### config.mk
export PLATFORM = sky130hd
export DESIGN_NAME = teq_ctrl
export DESIGN_NICKNAME = d
export VERILOG_FILES = /design/src/design/teq_pkg.sv /design/src/design/teq_ctrl.sv
export SDC_FILE = /design/constraint.sdc
export NUM_CORES = 1
export LEC_CHECK = 0
export ABC_AREA = 1
export BUFFER_PORTS_ARGS = -buffer_cell sky130_fd_sc_hd__buf_2
export CORE_AREA = 2 2 39 41
export CTS_CLUSTER_DIAMETER = 40
export DETAILED_ROUTE_END_ITERATION = 8
export DIE_AREA = 0 0 41 43
export GPL_ROUTABILITY_DRIVEN = 0
export PLACE_DENSITY = 0.46
export SYNTH_ARGS = -nofsm -noshare
export SYNTH_HDL_FRONTEND = slang
export SYNTH_SLANG_ARGS = --single-unit
### constraint.sdc
create_clock -name clock -period 1.3 [get_ports clock]
set_input_delay 0.13 -clock clock [delete_from_list [all_inputs] [get_ports clock]]
set_output_delay 0.13 -clock clock [all_outputs]
set_load 0.01 [all_outputs]
### src/design/teq_pkg.sv
// Shared types and constants for the timed event queue.
package teq_pkg;
   localparam int QueueDepth = 64;
   localparam int TimeBits   = 32;
   localparam int EventBits  = 32;

   typedef enum logic [1:0] {
      OP_ADD     = 2'd0,
      OP_POP     = 2'd1,
      OP_ADVANCE = 2'd2,
      OP_NONE    = 2'd3
   } op_type;

   typedef enum logic [1:0] {
      ST_DONE     = 2'd0,
      ST_NONE     = 2'd1,
      ST_FULL     = 2'd2,
      ST_OVERFLOW = 2'd3
   } status_type;

   // controller -> datapath
   typedef struct packed {
      logic load;     // capture request fields
      logic insert;   // sorted insert of captured event
      logic remove;   // shift out head
      logic advance;  // now <= head time
      logic set_rsp;  // capture result
   } cmd_type;

   // datapath -> controller
   typedef struct packed {
      logic full;
      logic overflow;
      logic head_due;
      logic empty;
   } stat_type;
endpackage

### src/design/teq_ctrl.sv
// Controller state machine of the timed event queue.
module teq_ctrl (
   input  logic              clock,
   input  logic              reset,
   input  logic              csr_we,
   input  logic              req_tvalid,
   output logic              req_tready,
   output logic              rsp_tvalid,
   input  logic              rsp_tready,
   input  logic [1:0]        op,
   input  teq_pkg::stat_type stat,
   output teq_pkg::cmd_type  cmd
);
   typedef enum logic [1:0] {S_IDLE, S_EXEC, S_OUT} state_type;
   state_type state_ff;
   logic [1:0] op_ff;
   logic       ok;

   always_comb begin
      case (op_ff)
         teq_pkg::OP_ADD:     ok = !stat.full && !stat.overflow;
         teq_pkg::OP_POP:     ok = stat.head_due;
         teq_pkg::OP_ADVANCE: ok = !stat.empty && !stat.head_due;
         default:             ok = 1'b0;
      endcase
   end

   assign req_tready  = (state_ff == S_IDLE) && !csr_we;
   assign rsp_tvalid  = (state_ff == S_OUT);
   assign cmd.load    = req_tvalid && req_tready;
   assign cmd.set_rsp = (state_ff == S_EXEC);
   assign cmd.insert  = cmd.set_rsp && ok && op_ff == teq_pkg::OP_ADD;
   assign cmd.remove  = cmd.set_rsp && ok && op_ff == teq_pkg::OP_POP;
   assign cmd.advance = cmd.set_rsp && ok && op_ff == teq_pkg::OP_ADVANCE;

   always_ff @(posedge clock) begin
      if (reset) begin
         state_ff <= S_IDLE;
      end else begin
         case (state_ff)
            S_IDLE: if (cmd.load) begin
               state_ff <= S_EXEC;
               op_ff    <= op;
            end
            S_EXEC: state_ff <= S_OUT;
            S_OUT:  if (rsp_tready) state_ff <= S_IDLE;
            default: state_ff <= S_IDLE;
         endcase
      end
   end

   a_one_action: assert property (@(posedge clock) disable iff (reset)
      $countones({cmd.insert, cmd.remove, cmd.advance}) <= 1)
      else $error("more than one store action");
   a_exec_then_out: assert property (@(posedge clock) disable iff (reset)
      state_ff == S_EXEC |=> state_ff == S_OUT)
      else $error("exec not followed by result");
   a_no_accept_busy: assert property (@(posedge clock) disable iff (reset)
      rsp_tvalid |-> !req_tready)
      else $error("request taken while result pending");
endmodule

==> run metrics, run 1 <==
Die Wd 41 microns; sequential share of the synthesized area 43.0%; Die Y 43 microns; Psw 82.3 uW; Setup crit end kind output pin; WL/cell 6.67 microns; post-synthesis cell count 34; CTS sink cnt 4; internal power 278 uW; latest clock arrival within the worst-skew pair 0.24 ns; TritonCTS Buffers 3; Worst EP arrival 1.23 ns; peak supply drop 0.388 mV; Core Rows 14; port bufs 17; routed wire length 487 microns; root buf cell clkbuf_4; post-detail-place hpwl 416 microns; largest family of logic cells by synthesized area simple AND/OR/NAND/NOR gates; final instance area 387 sq um; Clock Skew 0.00442 ns; Post-Synth Simple-Gate Area 40.3%; critical path launch point type flop; xor/xnor cell area share of the yosys netlist 0%; total track usage 6.55%; Detailed Routing Iterations Pass 1 1; Setup CP Type flop to output pin; failing checks negative setup slack; part of the cycle the worst path needs 105%; status finished with violations; vias per inst 3.70; via count 270; vias in the first global route 237; Worst Setup Slack, final -0.0631 ns; Worst Tran Pin Value 0.294 ns; power density over the cells 933 nW/um^2; Final nets 69; Adder-Cell Fraction of Synth Area 0%; die area 1760 sq um; clock network fraction of design power 47.1%; Clock transition at path regs 0.04 ns; largest net degree at the start of global routing 5; DRT iter0 DRCs 0; total gr overflow 0; Syn Nets 45; RSZ-0062 raised after global routing true; synthesis-to-finish area growth 66.1%; CP max stage delay 0.43 ns; io pins 18; Initial Util 16.8%; footprint of the multi-input gates 106 sq um; DP Area 338 sq um; share of layout cells above drive strength 1 47.4%; DRC Markers 0; WP data required 1.17 ns; Compound-Gate Fraction of Synth Area 2.15%; Max FO, Critical Path 4; Max Cap Viol 0; library cells used by synthesis 12; fill cell count 165; Slew Viols, Final 0; critical path, cell by cell nor2_2 -> nand2_1 -> nand3_2 -> nand2_2 -> nor2_1 -> buf_2; part of the power in registers 39.0%; Mapped Area 233 sq um; pre-CTS worst setup slack 0.140 ns; synthesized area per cell 6.84 sq um; final hold violation count 0; ANT cells 0; Critical-path top delay cell edfxtp_1; endpoints failing setup 3; Slew headroom 80.3%; post-route minimum period 1.36 ns; H-tree levels 1; Combinational Power Share 14.0%; global-route wire length before repair 738 microns; register area 100 sq um; Core Box Area 1380 sq um; CP Launch Point op_ff[0]; Pleak 0.217 nW; CTS tree built; initial antenna violation count 0; flops & latches, synth 4; Hold Crit Class input pin to flop; Hold Crit Start op[0]; mux share of post-synthesis cell area 0%; Clock Tree Buf Depth 2; R2R Path Start state_ff[1]; Switching Share 22.8%; Max Clk Rate 734 MHz; yosys warns 0; Final ANT Viol Nets 0
## registers in the layout (all words and copies together) (netlist names)
name	count
op_ff	2
state_ff	2
## final timing paths
kind,depth (start not counted),slack [ns],end
worst min register to register,2,0.51,state_ff[1]
worst max register to register,3,0.20,op_ff[0]
worst min-delay path,1,0.07,op_ff[0]
worst max-delay path,6,-0.06,cmd[1]
## layer usage
layer | routed length [microns] | GRT usage [%] | up-vias
li1 | - | - | 147
met1 | 182 | 4.22 | 112
met2 | 251 | 11.3 | 11
met3 | 53 | 3.66 | 0
met4 | 0 | 6.00 | 0
met5 | 0 | 0 | -
## power by group through the flow
stage | combinational [mW] | clock, mW | sequential (mW)
after floorplan | 0.0239 | 0 | 0.142
after global placement | 0.0480 | 0 | 0.142
after detailed placement | 0.0479 | 0 | 0.142
after CTS | 0.0512 | 0.179 | 0.141
after global routing | 0.0564 | 0.185 | 0.141
final | 0.0504 | 0.170 | 0.140
## stage by stage
step	hold slack, ns	power, mW	setup TNS (ns)	cells	utilization, %
after global placement	0.311	0.190	0	67	24.4
after CTS	0.0576	0.371	-0.257	73	27.9
after floorplan	0.199	0.166	0	34	-
final	0.0674	0.361	-0.177	73	27.9
after global routing	0.0535	0.383	-0.428	73	27.9
after detailed placement	0.308	0.190	0	67	24.4
## cell usage after synthesis
| cell type | instances | share of area [%] |
|---|---|---|
| inv_1 | 9 | 15 |
| nand2_2 | 1 | 2.7 |
| nand3_1 | 1 | 2.1 |
| nor2_2 | 1 | 2.7 |
| dfxtp_1 | 2 | 17 |
| nor2_1 | 8 | 13 |
| nor3_1 | 2 | 4.3 |
| a21oi_1 | 1 | 2.1 |
| nand2_1 | 5 | 8.1 |
| nand3b_1 | 1 | 3.2 |
| edfxtp_1 | 2 | 26 |
| nand3_2 | 1 | 4.3 |
## area by class of cell
cell class,instances,share of cell area (%)
Timing Repair Buffer,19,25.9
Tap cell,16,5.18
Sequential cell,4,25.9
Inverter,9,8.74
Multi-Input combinational cell,21,27.5
Clock buffer,4,6.80
## critical path, delay by kind of cell, from the launching register on
kind,cells,cell delay [ns]
buf+inv,1,0.13
flops,1,0.43
simple gates,5,0.43
## kinds of logic (layout without fill, tap and decap cells)
| group | count (synthesis) | after routing |
|---|---|---|
| DFF | 4 | 4 |
| AOI/OAI and AO/OA | 1 | 1 |
| buffers and inverters | 9 | 32 |
| and+or+nand+nor | 20 | 20 |
## layout by cell type (no fill, tap or decap)
cell type   n
a21oi_1     1
buf_2      17
buf_4       2
clkbuf_1    1
clkbuf_4    3
dfxtp_1     2
edfxtp_1    2
inv_1       9
nand2_1     5
nand2_2     1
nand3_2     2
nand3b_1    1
nor2_1      7
nor2_2      2
nor3_1      2
## what timing repair did
action,CTS,global route
gates resized for setup,2,0
buffers inserted,2,0
hold buffers,0,0
gates cloned,0,0
setup endpoints to repair,3,3
pin swaps,2,0
endpoints found under the hold margin,0,0
(Power assumes the default switching activity.)
==> run 2, diff against run 1 <==
- CELL_PAD_IN_SITES_DETAIL_PLACEMENT: unset -> 1
- CELL_PAD_IN_SITES_GLOBAL_PLACEMENT: unset -> 1
- PLACE_DENSITY: 0.46 -> 0.63
==> run metrics, run 2 (synthesized netlist as in run 1, its figures left out) <==
pre-CTS worst setup slack 0.155 ns (+0.0150 ns); failing checks negative setup slack; Clock transition at path regs 0.04 ns (about the same); commonest non-fill, non-tap cell in the layout buf_2; TritonCTS Buffers 3 (unchanged); Setup crit end kind output pin; power density over the cells 939 nW/um^2 (+0.70%); endpoints failing setup 3 (unchanged); most frequent CP cell nand3_2; vias per inst 3.89 (+5.2%); Core Rows 14 (unchanged); Initial Util 16.8% (unchanged); latest clock arrival within the worst-skew pair 0.24 ns (about the same); Die Y 43 microns (unchanged); CP top delay family flip-flops; Core Box Area 1380 sq um (unchanged); CP Launch Point op_ff[0]; Critical-path top delay cell edfxtp_1; Detailed Routing Iterations Pass 1 1 (unchanged); Max FO, Critical Path 3 (-1); Setup CP Type flop to output pin; WL/cell 8.38 microns (+26%); Die Wd 41 microns (unchanged); Final nets 69 (unchanged); largest net degree at the start of global routing 5 (unchanged); Clock Tree Buf Depth 2 (unchanged); Max Clk Rate 735 MHz (+0.20%); DRC Markers 0 (unchanged); Worst Tran Pin Value 0.294 ns (-0.0000523 ns); final hold violation count 0 (unchanged); Hold Crit Class input pin to flop; H-tree levels 1 (unchanged); critical path, cell by cell buf_4 -> nand3_2 -> nand3_2 -> nand2_2 -> nor2_1 -> buf_2; total gr overflow 0 (unchanged); routed wire length 612 microns (+26%); status finished with violations; final instance area 387 sq um (unchanged); part of the cycle the worst path needs 105% (-0.21 points); WP buf/inv 2 (+1); Clock Skew 0.00358 ns (-0.000842 ns); share of layout cells above drive strength 1 49.1% (+1.8 points); WP data required 1.17 ns (about the same); via count 284 (+5.2%); Worst EP arrival 1.23 ns (about the same); hold_ws 0.0691 ns (+0.00168 ns); global-route wire length before repair 945 microns (+28%); initial antenna violation count 0 (unchanged); Hold Crit Start op[0]; total track usage 8.35% (+1.8 points); CP max stage delay 0.43 ns (about the same); RSZ-0062 raised after global routing true; Power, Total 363 uW (+0.70%); ANT cells 0 (unchanged); port bufs 17 (unchanged); io pins 18 (unchanged); Pleak 0.216 nW (-0.36%); footprint of the multi-input gates 106 sq um (unchanged); peak supply drop 0.360 mV (-7.2%); DRT iter0 DRCs 0 (unchanged); post-detail-place hpwl 475 microns (+14%); synthesis-to-finish area growth 66.1% (unchanged); hold buffers post-CTS 0 (unchanged); Slew Viols, Final 0 (unchanged); R2R Path Start state_ff[1]; root buf cell clkbuf_4; CTS tree built; critical path launch point type flop; DP Area 338 sq um (unchanged); post-route minimum period 1.36 ns (-0.00268 ns); commonest cells after routing, fill and taps aside buf_2, inv_1, nor2_1; die area 1760 sq um (unchanged); Worst Setup Slack, final -0.0604 ns (+0.00268 ns); Slew headroom 80.3% (about the same); biggest registers after layout op_ff: 2 flops, state_ff: 2 flops; Max Cap Viol 0 (unchanged); register area 100 sq um (unchanged); fill cell count 191 (+16%); vias in the first global route 259 (+9.3%); Final ANT Viol Nets 0 (unchanged); CTS sink cnt 4 (unchanged)
run 2: cell types whose count changed in the layout (fill, tap and decap cells not counted):
cell   before  now
inv_2       0    1
inv_1       9    8
run 2: worst paths after layout:
check / end / slack [ns] / depth (start not counted)
worst max-delay path: cmd[3] / -0.06 / 6
worst min-delay path: op_ff[0] / 0.07 / 1
worst max register to register: op_ff[1] / 0.19 / 3
worst min register to register: state_ff[1] / 0.50 / 2
run 2: layout make-up:
cell class	instances	area share (%)
Clock buffer	4	6.80
Inverter	9	8.74
Multi-Input combinational cell	21	27.5
Sequential cell	4	25.9
Tap cell	16	5.18
Timing Repair Buffer	19	25.9
run 2: repair_timing:
| item | 4_1_cts | 5_1_grt |
|---|---|---|
| gates cloned | 0 | 0 |
| endpoints found under the setup margin | 3 | 3 |
| pin swaps | 1 | 2 |
| gates resized for setup | 2 | 1 |
| setup buffers | 2 | 0 |
run 2: per-layer routing:
metal	wire length (microns)	up-vias	GRT usage, %
met1	220	125	7.77
met3	47	0	1.57
li1	-	147	-
met4	0	0	8.00
met5	0	-	0
met2	344	12	13.8
run 2: power breakdown:
group / internal (mW) / switching [mW]
clock network: 0.115 / 0.0551
logic: 0.0254 / 0.0268
registers: 0.138 / 0.00273
total: 0.279 / 0.0846
run 2: worst reg2reg max path, stage by stage, from the launching register on:
cell and delay, ns:
dfxtp_1 0.29, inv_1 0.08, nand3b_1 0.14, nor3_1 0.27
run 2: through the flow:
stage	utilization (%)	std cells	setup TNS [ns]
floorplan	-	34	0
global placement	24.4	67	0
detailed placement	24.4	67	0
CTS	27.9	73	-0.202
global route	27.9	73	-0.479
finish	27.9	73	-0.175
==> run 3, diff against run 2 <==
- ABC_AREA: 1 -> unset
- PLACE_DENSITY: 0.63 -> 0.56
==> run metrics, run 3 <==
latest clock arrival within the worst-skew pair 0.24 ns (about the same); routed wire length 603 microns (-1.5%); Synth top area share 28.9% (+3.1 points); Met2 Wirelength 257 microns (-25%); Max Used Layer met3; vias per inst 4.00 (+2.8%); Post-synth top flop edfxtp_1; hold_ws 0.0719 ns (+0.00278 ns); Switching Share 22.7% (-0.59 points); hold buffers post-CTS 0 (unchanged); register area 101 sq um (+1.2%); ANT cells 0 (unchanged); critical path, cell by cell or3_1 -> nor3_2 -> buf_2; most frequent cell after synthesis nor3_1; Critical-path top delay cell edfxtp_1; Max Clk Rate 733 MHz (-0.24%); Mapped Area 208 sq um (-11%); share of layout cells above drive strength 1 63.4% (+14 points); post-synthesis cell count 19 (-44%); CP top delay family simple AND/OR/NAND/NOR gates; Hold Crit Start op[0]; commonest cells after routing, fill and taps aside buf_2, clkbuf_4, nor3_1, and2b_1, edfxtp_1; critical path launch point type flop; Final nets 53 (-23%); part of the power in registers 39.5% (+0.8 points); fill cell count 171 (-10%); Detailed Routing Iterations Pass 1 2 (+1); power density over the cells 1000 nW/um^2 (+6.5%); Worst EP arrival 1.23 ns (about the same); Die Wd 41 microns (unchanged); H-tree levels 1 (unchanged); status finished with violations; worst reg-to-reg setup slack 0.17 ns (-0.02 ns); Core Box Area 1380 sq um (unchanged); number of synthesized flops with an enable pin 2 (unchanged); CP max stage delay 0.37 ns (-0.06 ns); Post-Route M1 WL 241 microns (+9.5%); DRT iter0 DRCs 2 (+2); Clock Tree Buf Depth 2 (unchanged); setup_tns -0.0705 ns (+0.104 ns); footprint of the multi-input gates 120 sq um (+13%); Met3 Wirelength 105 microns (+120%); final hold violation count 0 (unchanged); Max Cap Viol 0 (unchanged); flops & latches, synth 4 (unchanged); Worst Tran Pin Value 0.224 ns (-0.0699 ns); Reg2Reg Capture Point op_ff[1]; post-detail-place hpwl 500 microns (+5.2%); die area 1760 sq um (unchanged); Final ANT Viol Nets 0 (unchanged); CTS tree built; TritonCTS Buffers 3 (unchanged); vias in the first global route 219 (-15%); post-route minimum period 1.36 ns (+0.00329 ns); Initial Util 15.0% (-1.8 points); global-route wire length before repair 814 microns (-14%); port bufs 17 (unchanged); Combinational Power Share 13.7% (-0.7 points); cell taking the most area after synthesis edfxtp_1; WP buf/inv 1 (-1); endpoints failing setup 2 (-1); Die Y 43 microns (unchanged); yosys warns 0 (unchanged); Reg2Reg Depth 2 (-1); WP data required 1.17 ns (about the same); Psw 82.6 uW (-2.3%); io pins 18 (unchanged); R2R Path Start state_ff[1]; total track usage 7.45% (-0.90 points); commonest non-fill, non-tap cell in the layout buf_2; Pleak 0.179 nW (-17%); Commonest cells post-synth nor3_1, and2b_1, dfxtp_1, edfxtp_1; Power, Total 364 uW (+0.25%); Hold Path Depth 1 (unchanged); clock network fraction of design power 46.8% (-0.2 points); Setup crit end kind output pin; synthesized area per cell 10.9 sq um (+60%); Async SR Flop Fraction 0% (unchanged); top cells by area, synth edfxtp_1, dfxtp_1, nor4b_4; hold endpoint op_ff[0]; Worst Setup Slack, final -0.0637 ns (-0.00329 ns); Clock transition at path regs 0.04 ns (about the same); biggest registers after layout op_ff: 2 flops, state_ff: 2 flops; initial antenna violation count 0 (unchanged); peak supply drop 0.383 mV (+6.5%); Slew headroom 85.0% (+4.7 points); internal power 281 uW (+1.0%); via count 228 (-20%); Syn Nets 30 (-33%); library cells used by synthesis 14 (+2); root buf cell clkbuf_4; Setup CP Type flop to output pin; RSZ-0062 raised after global routing true; post-layout util 26.3% (-1.6 points); Hold Crit Class input pin to flop; WL/cell 10.6 microns (+26%); largest net degree at the start of global routing 6 (+1); Clock Skew 0.00146 ns (-0.00212 ns); total gr overflow 0 (unchanged); Core Rows 14 (unchanged); CTS sink cnt 4 (unchanged); Slew Viols, Final 0 (unchanged); DP Area 313 sq um (-7.4%); synthesis-to-finish area growth 75.3%; Max FO, Critical Path 2 (-1); final instance area 364 sq um (-5.8%); sequential share of the synthesized area 48.2% (+5.2 points); failing checks negative setup slack; DRC Markers 0 (unchanged); part of the cycle the worst path needs 105% (+0.25 points)
run 3: kinds of logic (layout without fill, tap and decap cells):
family / Yosys count / count (layout) / share of synthesized area [%]
simple gates: 13 / 13 / 45.8
compound gates: 1 / 1 / 4.22
buf+inv: 1 / 23 / 1.81
flops: 4 / 4 / 48.2
run 3: cell type report:
type                            count  share of cell area [%]
Tap cell                           16                    5.50
Inverter                            1                    1.03
Multi-Input combinational cell     14                    33.0
Sequential cell                     4                    27.8
Timing Repair Buffer               18                    25.4
Clock buffer                        4                    7.22
run 3: power groups by stage:
stage,clock network [mW],registers (mW),logic (mW)
after floorplan,0,0.144,0.0203
after global placement,0,0.145,0.0463
after detailed placement,0,0.145,0.0468
after CTS,0.179,0.143,0.0484
after global routing,0.182,0.144,0.0551
final,0.170,0.144,0.0499
run 3: routing by layer:
metal | up-vias | global-route usage, %
met5 | - | 0
met4 | 0 | 6.00
met3 | 0 | 3.66
met2 | 18 | 10.0
met1 | 99 | 8.44
li1 | 111 | -
run 3: worst max-delay path by stage:
stage	end	start	depth (start not counted)
6_report	cmd[3]	op_ff[0]	3
5_1_grt	cmd[3]	op_ff[0]	3
4_1_cts	cmd[3]	op_ff[0]	3
3_5_place_dp	cmd[3]	op_ff[0]	3
3_3_place_gp	cmd[3]	op_ff[0]	3
2_1_floorplan	op_ff[0]	state_ff[1]	2
run 3: through the flow:
step                      cells  setup slack (ns)
after floorplan              19             0.139
after global placement       52             0.137
after detailed placement     52             0.116
after CTS                    57           -0.0959
after global routing         57            -0.148
final                        57           -0.0637
run 3: repair_timing:
item / in CTS / in global routing
gates cloned: 0 / 0
setup buffers: 1 / 0
setup endpoints to repair: 2 / 3
gates resized for setup: 0 / 4
pin swaps: 2 / 0
